--- config.mk ---
export PLATFORM = sky130hd
export DESIGN_NAME = extended_gcd_unit_top
export DESIGN_NICKNAME = d
export VERILOG_FILES = /design/src/rtl/egcd_pkg.sv /design/src/rtl/extended_gcd_unit_top.sv
export SDC_FILE = /design/constraint.sdc
export NUM_CORES = 1
export LEC_CHECK = 0
export BUFFER_PORTS_ARGS = -buffer_cell sky130_fd_sc_hd__buf_2
export CAP_MARGIN = 0
export CORE_MARGIN = 1.5
export CORE_UTILIZATION = 40
export DETAILED_ROUTE_END_ITERATION = 12
export PLACE_DENSITY = 0.61
export SLEW_MARGIN = 15
export SYNTH_ARGS = -nofsm -noshare
export SYNTH_HDL_FRONTEND = slang
export SYNTH_SLANG_ARGS = --single-unit
--- constraint.sdc ---
create_clock -name i_clk -period 26.2 [get_ports i_clk]
set_input_delay 1.31 -clock i_clk [delete_from_list [all_inputs] [get_ports i_clk]]
set_output_delay 1.31 -clock i_clk [all_outputs]
set_load 0.01 [all_outputs]
--- src/rtl/egcd_pkg.sv ---
// Package for the extended gcd unit: transfer payload types and field widths.
`default_nettype none

package egcd_pkg;

    localparam int unsigned OPND_FIELD_W  = 31;
    localparam int unsigned COEFF_FIELD_W = 32;

    typedef struct packed {
        logic [OPND_FIELD_W-1:0] first_value;
        logic [OPND_FIELD_W-1:0] second_value;
    } t_egcd_in;

    typedef struct packed {
        logic        [OPND_FIELD_W-1:0]  divisor;
        logic signed [COEFF_FIELD_W-1:0] coeff_first;
        logic signed [COEFF_FIELD_W-1:0] coeff_second;
    } t_egcd_out;

    typedef enum logic [3:0] {
        S_IDLE  = 4'b0001,
        S_CHECK = 4'b0010,
        S_DIV   = 4'b0100,
        S_DONE  = 4'b1000
    } t_egcd_state;

endpackage

`default_nettype wire

--- src/rtl/extended_gcd_unit_top.sv ---
// Extended gcd unit: gcd and Bezout coefficients by iterative extended Euclid.
//
//  channel | direction | handshake                  | payload
//  --------+-----------+----------------------------+------------------------------------
//  in      | input     | i_in_valid / o_in_stall    | i_in_data  (first_value, second_value)
//  out     | output    | o_out_valid / i_out_stall  | o_out_data (divisor, coeff_first,
//          |           |                            |             coeff_second)
//
// Each Euclid round is one check state, then OW steps of a shared
// restoring divide step, which also builds q*x1 and q*y1 by shift-and-add (MSB first).
// The round update is folded into the last divide step.
// One item at a time: o_in_stall is high from the accepting edge until the result
// transfers. The result waits in an output register while i_out_stall is high.
// Reset (synchronous, active low) returns the sequencer to idle; no clearing pass.
`default_nettype none

module extended_gcd_unit_top
    import egcd_pkg::*;
#(
    parameter int unsigned DATA_WIDTH = 32
) (
    input  wire logic      i_clk,
    input  wire logic      i_rst_n,
    input  wire logic      i_in_valid,
    output logic           o_in_stall,
    input  wire t_egcd_in  i_in_data,
    output logic           o_out_valid,
    input  wire logic      i_out_stall,
    output t_egcd_out      o_out_data
);

    // operand width: DATA_WIDTH-1 bits, capped by the 31-bit field
    localparam int unsigned OW    = (DATA_WIDTH - 1 < OPND_FIELD_W) ? DATA_WIDTH - 1
                                                                    : OPND_FIELD_W;
    localparam int unsigned CW    = DATA_WIDTH;
    localparam int unsigned CNT_W = $clog2(OW);
    localparam logic [CNT_W-1:0] CNT_LAST = CNT_W'(OW - 1);

    t_egcd_state      r_state, n_state;
    logic [OW-1:0]    r_rem_hi, n_rem_hi;
    logic [OW-1:0]    r_rem_lo, n_rem_lo;
    logic [OW-1:0]    r_dvd, n_dvd;
    logic [OW-1:0]    r_part, n_part;
    logic [CW-1:0]    r_cx_hi, n_cx_hi, r_cx_lo, n_cx_lo;
    logic [CW-1:0]    r_cy_hi, n_cy_hi, r_cy_lo, n_cy_lo;
    logic [CW-1:0]    r_tx, n_tx, r_ty, n_ty;
    logic [CNT_W-1:0] r_cnt, n_cnt;
    t_egcd_out        r_out, n_out;

    logic [OW:0]      shifted;
    logic             ge;
    logic [OW-1:0]    diff;

    // one restoring divide step, plus shift-and-add of quotient times coefficients
    always_comb begin
        shifted = {r_part, r_dvd[OW-1]};
        ge      = shifted >= {1'b0, r_rem_lo};
        // exact whenever ge, since the difference is below the divisor
        diff    = shifted[OW-1:0] - r_rem_lo;
        n_part  = ge ? diff : shifted[OW-1:0];
        n_tx    = {r_tx[CW-2:0], 1'b0} + (ge ? r_cx_lo : '0);
        n_ty    = {r_ty[CW-2:0], 1'b0} + (ge ? r_cy_lo : '0);
    end

    always_comb begin
        n_state  = r_state;
        n_rem_hi = r_rem_hi;
        n_rem_lo = r_rem_lo;
        n_dvd    = r_dvd;
        n_cx_hi  = r_cx_hi;
        n_cx_lo  = r_cx_lo;
        n_cy_hi  = r_cy_hi;
        n_cy_lo  = r_cy_lo;
        n_cnt    = r_cnt;
        n_out    = r_out;
        case (r_state)
            S_IDLE: begin
                if (i_in_valid) begin
                    n_rem_hi = i_in_data.first_value[OW-1:0];
                    n_rem_lo = i_in_data.second_value[OW-1:0];
                    n_cx_hi  = CW'(1);
                    n_cx_lo  = '0;
                    n_cy_hi  = '0;
                    n_cy_lo  = CW'(1);
                    n_state  = S_CHECK;
                end
            end
            S_CHECK: begin
                if (r_rem_lo == '0) begin
                    n_out.divisor      = OPND_FIELD_W'(r_rem_hi);
                    n_out.coeff_first  = COEFF_FIELD_W'(r_cx_hi);
                    n_out.coeff_second = COEFF_FIELD_W'(r_cy_hi);
                    n_state            = S_DONE;
                end else begin
                    n_dvd   = r_rem_hi;
                    n_cnt   = CNT_LAST;
                    n_state = S_DIV;
                end
            end
            S_DIV: begin
                n_dvd = {r_dvd[OW-2:0], 1'b0};
                n_cnt = r_cnt - 1'b1;
                if (r_cnt == '0) begin
                    // last quotient bit: retire the round
                    n_rem_hi = r_rem_lo;
                    n_rem_lo = n_part;
                    n_cx_hi  = r_cx_lo;
                    n_cx_lo  = r_cx_hi - n_tx;
                    n_cy_hi  = r_cy_lo;
                    n_cy_lo  = r_cy_hi - n_ty;
                    n_state  = S_CHECK;
                end
            end
            S_DONE: begin
                if (!i_out_stall) begin
                    n_state = S_IDLE;
                end
            end
            default: begin
                n_state = S_IDLE;
            end
        endcase
    end

    always_ff @(posedge i_clk) begin
        if (!i_rst_n) begin
            r_state <= S_IDLE;
        end else begin
            r_state <= n_state;
        end
    end

    always_ff @(posedge i_clk) begin
        r_rem_hi <= n_rem_hi;
        r_rem_lo <= n_rem_lo;
        r_dvd    <= n_dvd;
        r_cx_hi  <= n_cx_hi;
        r_cx_lo  <= n_cx_lo;
        r_cy_hi  <= n_cy_hi;
        r_cy_lo  <= n_cy_lo;
        r_cnt    <= n_cnt;
        r_out    <= n_out;
        if (r_state == S_CHECK) begin
            r_part <= '0;
            r_tx   <= '0;
            r_ty   <= '0;
        end else if (r_state == S_DIV) begin
            r_part <= n_part;
            r_tx   <= n_tx;
            r_ty   <= n_ty;
        end
    end

    assign o_in_stall  = (r_state != S_IDLE);
    assign o_out_valid = (r_state == S_DONE);
    assign o_out_data  = r_out;

`ifndef SYNTH
    // partial remainder always stays below the divisor
    a_part_below_div: assert property (@(posedge i_clk) disable iff (!i_rst_n)
        (r_state == S_DIV) |-> (r_part < r_rem_lo))
        else $error("partial remainder not below divisor");

    // a divide never starts or runs with a zero divisor
    a_div_nonzero: assert property (@(posedge i_clk) disable iff (!i_rst_n)
        (r_state == S_DIV) |-> (r_rem_lo != '0))
        else $error("divide running with zero divisor");

    // an input transfer always starts a check round
    a_accept_check: assert property (@(posedge i_clk) disable iff (!i_rst_n)
        (i_in_valid && !o_in_stall) |=> (r_state == S_CHECK))
        else $error("input transfer did not start a round");

    // result held until it transfers
    a_done_holds: assert property (@(posedge i_clk) disable iff (!i_rst_n)
        (o_out_valid && i_out_stall) |=> (o_out_valid && $stable(r_out)))
        else $error("result dropped while stalled");
`endif

endmodule

`default_nettype wire

Yosys cells after proc, flatten, opt, wreduce, memory -nomap -nowiden --
Index checks and enable logic that the tools add are counted.
Word-level totals: register bits after elaboration 418, output and inout port bits 97, word-level logic and storage cells 67
Cells by class: add/sub/neg operators 6, magnitude comparators 1, equality and inequality tests 9, multiplexer cells 28, reduce and logical (&&, ||, !) cells 8
Operators by type and width (count):
- 2-to-1 mux 32 bit | 8
- case mux 32 bit (2 select lines) | 4
- 2-to-1 mux 31 bit | 6
- case mux 31 bit (2 select lines) | 3
- adder 32 bit | 2
- subtractor 32 bit | 2
- >= comparator 32 x 31 -> 1 bit | 1
- zero test 31 bit | 1
- subtractor 31 bit | 1
- 2-to-1 mux 4 bit | 4
- case mux 4 bit (4 select lines) | 1
- case mux 5 bit (2 select lines) | 1
- inequality test 2 bit, second input constant | 4
- AND reduction 3 bit | 2
- zero test 5 bit | 1
- 2-to-1 mux 5 bit | 1
- subtractor 5 x 1 -> 5 bit, second input constant | 1
- equality test 4 x 1 -> 1 bit, second input constant | 1
- equality test 4 x 2 -> 1 bit, second input constant | 1
- equality test 4 x 3 -> 1 bit, second input constant | 1
- equality test 4 bit, second input constant | 1
- inequality test 4 x 1 -> 1 bit, second input constant | 1
- AND reduction 2 bit | 2
- nonzero test 2 bit | 2

Depth between registers and ports, before layout --
depth after elaboration 6, gate-level depth with buffers 36, gate-level depth less buffers 34

Worst setup path after synthesis --
Ideal clock, no wire load.
kind input port to flip-flop, start input port i_in_valid, end register r_cx_hi[0], enable pin, arrival time 10.593 ns, data required time 25.396 ns, setup slack 14.804 ns, stages on the path 2, path through o21ai_0 a21oi_1
On the way: longest elaborated chain between the ends 2
RTL lines:
- from (decl) | line extended_gcd_unit_top.sv:24 | input wire logic i_in_valid,
- inequality test 2 bit (no line)
- AND reduction 3 bit (no line)
- to (signal assigned) | line extended_gcd_unit_top.sv:137 | r_cx_hi <= n_cx_hi;
- to (decl) | line extended_gcd_unit_top.sv:44 | logic [CW-1:0] r_cx_hi, n_cx_hi, r_cx_lo, n_cx_lo;
Every way passes these cells. A chain may end at the register's enable or synchronous reset.

Worst setup path after layout --
start register r_rem_lo[2], end register r_cx_lo[31], data pin
On the way: longest elaborated chain between the ends 6
RTL lines:
- from (decl) | line extended_gcd_unit_top.sv:41 | logic [OW-1:0] r_rem_lo, n_rem_lo;
- from (signal assigned) | line extended_gcd_unit_top.sv:135 | r_rem_lo <= n_rem_lo;
- >= comparator 32 x 31 -> 1 bit | line extended_gcd_unit_top.sv:57 | ge = shifted >= {1'b0, r_rem_lo};
- 2-to-1 mux 32 bit | line extended_gcd_unit_top.sv:61 | n_tx = {r_tx[CW-2:0], 1'b0} + (ge ? r_cx_lo : '0);
- adder 32 bit | line extended_gcd_unit_top.sv:61
- subtractor 32 bit | line extended_gcd_unit_top.sv:108 | n_cx_lo = r_cx_hi - n_tx;
- 2-to-1 mux 32 bit | line extended_gcd_unit_top.sv:103 | if (r_cnt == '0) begin
- case mux 32 bit (2 select lines) | line extended_gcd_unit_top.sv:76 | case (r_state)
- to (signal assigned) | line extended_gcd_unit_top.sv:138 | r_cx_lo <= n_cx_lo;
- to (decl) | line extended_gcd_unit_top.sv:44
Every way passes these cells. The select of a mux whose other input is x is not followed.

==> run summary <==
number of flops mapped to enable cells by yosys: 321
share of layout cells above drive strength 1: 11.5%
Worst slew margin: 31.6%
Hold Vio Cnt, Final: 0
Starting Density: 40.6%
distinct cell type count of the synthesized netlist: 97
share of the synthesized area in the top cell type: 40.2%
largest net degree at the start of global routing: 155
Iter 0 DRT Violations: 1,316
PD cells: 125 nW/um^2
CTS clk-pin slew, worst paths: 0.06 ns
Residual DRC: 3
status: finished, violations left
min Tclk post-route: 8.90 ns
Worst Setup Start Kind: register
Yosys warning count: 0
crit end category: register
setup violators final: 0
Final Cycle Share: 34.0%
Nets: 2,762
Placeable Area: 59,100 sq um
Post CTS Setup Buffer Count: 0
worst vdd ir: 0.144 mV
CP max FO: 67
Worst Tran Pin Value: 1.03 ns
Layout area overhead: 13.0%
Critical-path top delay cell: buf_4
Worst Skew: 0.0163 ns
pins over their slew limit: 0
clock latency on the worst-skew pair: 0.60 ns
hold_buf cts: 0
Antenna Diode Count: 0
Critical Path AT: 9.34 ns
Port Buffer Count: 162
#FFs+latches synth: 418
die area: 61,400 sq um
I/O pins: 163
Synth Cell Area: 24,000 sq um
Overall Global Routing Usage: 18.9%
Max Fclk: 112 MHz
H-tree depth: 2
P_leak: 0.0108 uW
total placed cells including tap cells: 3,295
failing checks: DRC
WL per Instance: 17.3 um
Crit path required time: 26.64 ns
CTS tree: built
Slowest Stage Delay on Critical Path: 0.67 ns
WS Path Type: reg -> reg
HPWL Detailed: 40,300 um
Hold Crit Class: reg -> reg
Gate Count Post-Synth: 2,444
global route overflow: 0
vias per cell: 5.44
Die W: 248 um
setup_tns: 0 ns
first-pass GRT wire length: 93,000 um
Synth area leaders: edfxtp_1, dfxtp_1, ha_1
ys async rst share: 0%
area leader, netlist: edfxtp_1
CTS max path bufs: 3
CTS buffer count: 47
RSZ-0062 raised after global routing: no
vias: 18,395
antenna viol nets, final: 0
syn_nets: 2,635
Mapped Avg Cell Area: 9.81 sq um
FILL cells: 5,595
max cap viols: 0
Clock Sink Count: 418
Die Y-Extent: 248 um
vias in the first global route: 18,019
DRT Wirelength: 58,600 um
std cell rows: 89
dominant synthesized flop cell: edfxtp_1
commonest cells in the netlist: edfxtp_1, nand2_1, nor2_1
Gates resized, CTS repair: 0
final instance count without filler cells: 3,381
hold slack final: 0.451 ns
first-pass iteration count of the detailed router: 9
initial antenna violation count: 0
CTS Root Cell: clkbuf_16
routability congestion estimate: 0.913
most common cell in the synthesized netlist: edfxtp_1
part of the Yosys area used for sequential elements: 48.3%
[state kept, by name (all words and copies together), names as in the netlist]
register,count
r_state,4
r_cx_hi,32
r_rem_lo,31
r_ty,31
r_cy_lo,32
r_cx_lo,32
r_dvd,31
r_tx,31
r_part,31
r_rem_hi,31
r_cnt,5
r_cy_hi,32
o_out_data,95
[power breakdown]
part / internal (uW) / total (uW) / switching [uW]
Combinational: 620 / 1570 / 952
Sequential: 1000 / 1150 / 145
Clock: 390 / 674 / 283
Total: 2010 / 3390 / 1380
[final timing paths]
check | cells after the start | startpoint | end | slack (ns)
setup / recovery | 33 | r_rem_lo[2]$_DFFE_PP_ | r_cx_lo[31]$_SDFFCE_PN0P_ | 17.30
hold / removal | 0 | r_rem_hi[27]$_DFFE_PP_ | o_out_data[91]$_DFFE_PP_ | 0.45
setup reg to reg | 33 | r_rem_lo[2]$_DFFE_PP_ | r_cx_lo[31]$_SDFFCE_PN0P_ | 17.30
hold reg to reg | 0 | r_rem_hi[27]$_DFFE_PP_ | o_out_data[91]$_DFFE_PP_ | 0.45
[through the flow]
step | setup slack, ns | power (uW) | utilization, % | area (sq um)
CTS | 17.35 | 3410 | 45.8 | 27100
floorplan | 14.80 | 2400 | - | 24000
finish | 17.30 | 3390 | 45.8 | 27100
global placement | 17.59 | 2680 | 43.2 | 25600
global route | 16.60 | 3630 | 45.8 | 27100
detailed placement | 17.40 | 2710 | 43.2 | 25600
[area by class of cell]
class                   instances  area, sq um  area share (%)
clock buffers                  52         1190            4.41
clock inverters                34          357            1.32
inverters                      95          357            1.32
multi-input cells            1832        11700            43.2
flip-flops and latches        418        11600            42.7
well taps                     773          967            3.57
repair buffers                177          936            3.45
[layer usage]
layer	up-vias	share of wire, %	routed length (um)	global-route usage, %
li1	9057	-	-	-
met1	8807	46	27200	25.1
met2	431	46	26800	31.2
met3	100	4.9	2850	2.94
met4	0	3.0	1770	6.43
met5	-	0	0	0
[cells by family (layout without fill, tap and decap cells)]
| family | after synthesis | after routing | synth area share (%) |
|---|---|---|---|
| AOI/OAI and AO/OA | 617 | 617 | 16.7 |
| xor gates and xnor gates | 136 | 136 | 5.17 |
| adders and majority gates | 154 | 154 | 7.91 |
| buffers and inverters | 194 | 358 | 3.09 |
| DFF | 418 | 418 | 48.3 |
| muxes | 18 | 18 | 0.756 |
| and+or+nand+nor | 907 | 907 | 18.1 |
[worst max-delay path: cells and delay by family, from the launching register on]
| family | cells | cell delay [ns] |
|---|---|---|
| DFF | 1 | 0.35 |
| buffers and inverters | 2 | 0.73 |
| AOI/OAI and AO/OA | 19 | 4.52 |
| xor gates and xnor gates | 1 | 0.11 |
| and+or+nand+nor | 4 | 0.70 |
| adders and majority gates | 6 | 2.12 |
| muxes | 1 | 0.21 |
[cell usage in the layout, fill, tap and decap left out, types with 87 or more instances in the layout]
master / count
a21oi_1: 210
buf_2: 162
dfxtp_1: 97
edfxtp_1: 321
ha_1: 120
inv_1: 95
nand2_1: 278
nor2_1: 259
nor2b_1: 87
o21ai_0: 125
No activity file was read; power rests on OpenSTA's default activity.
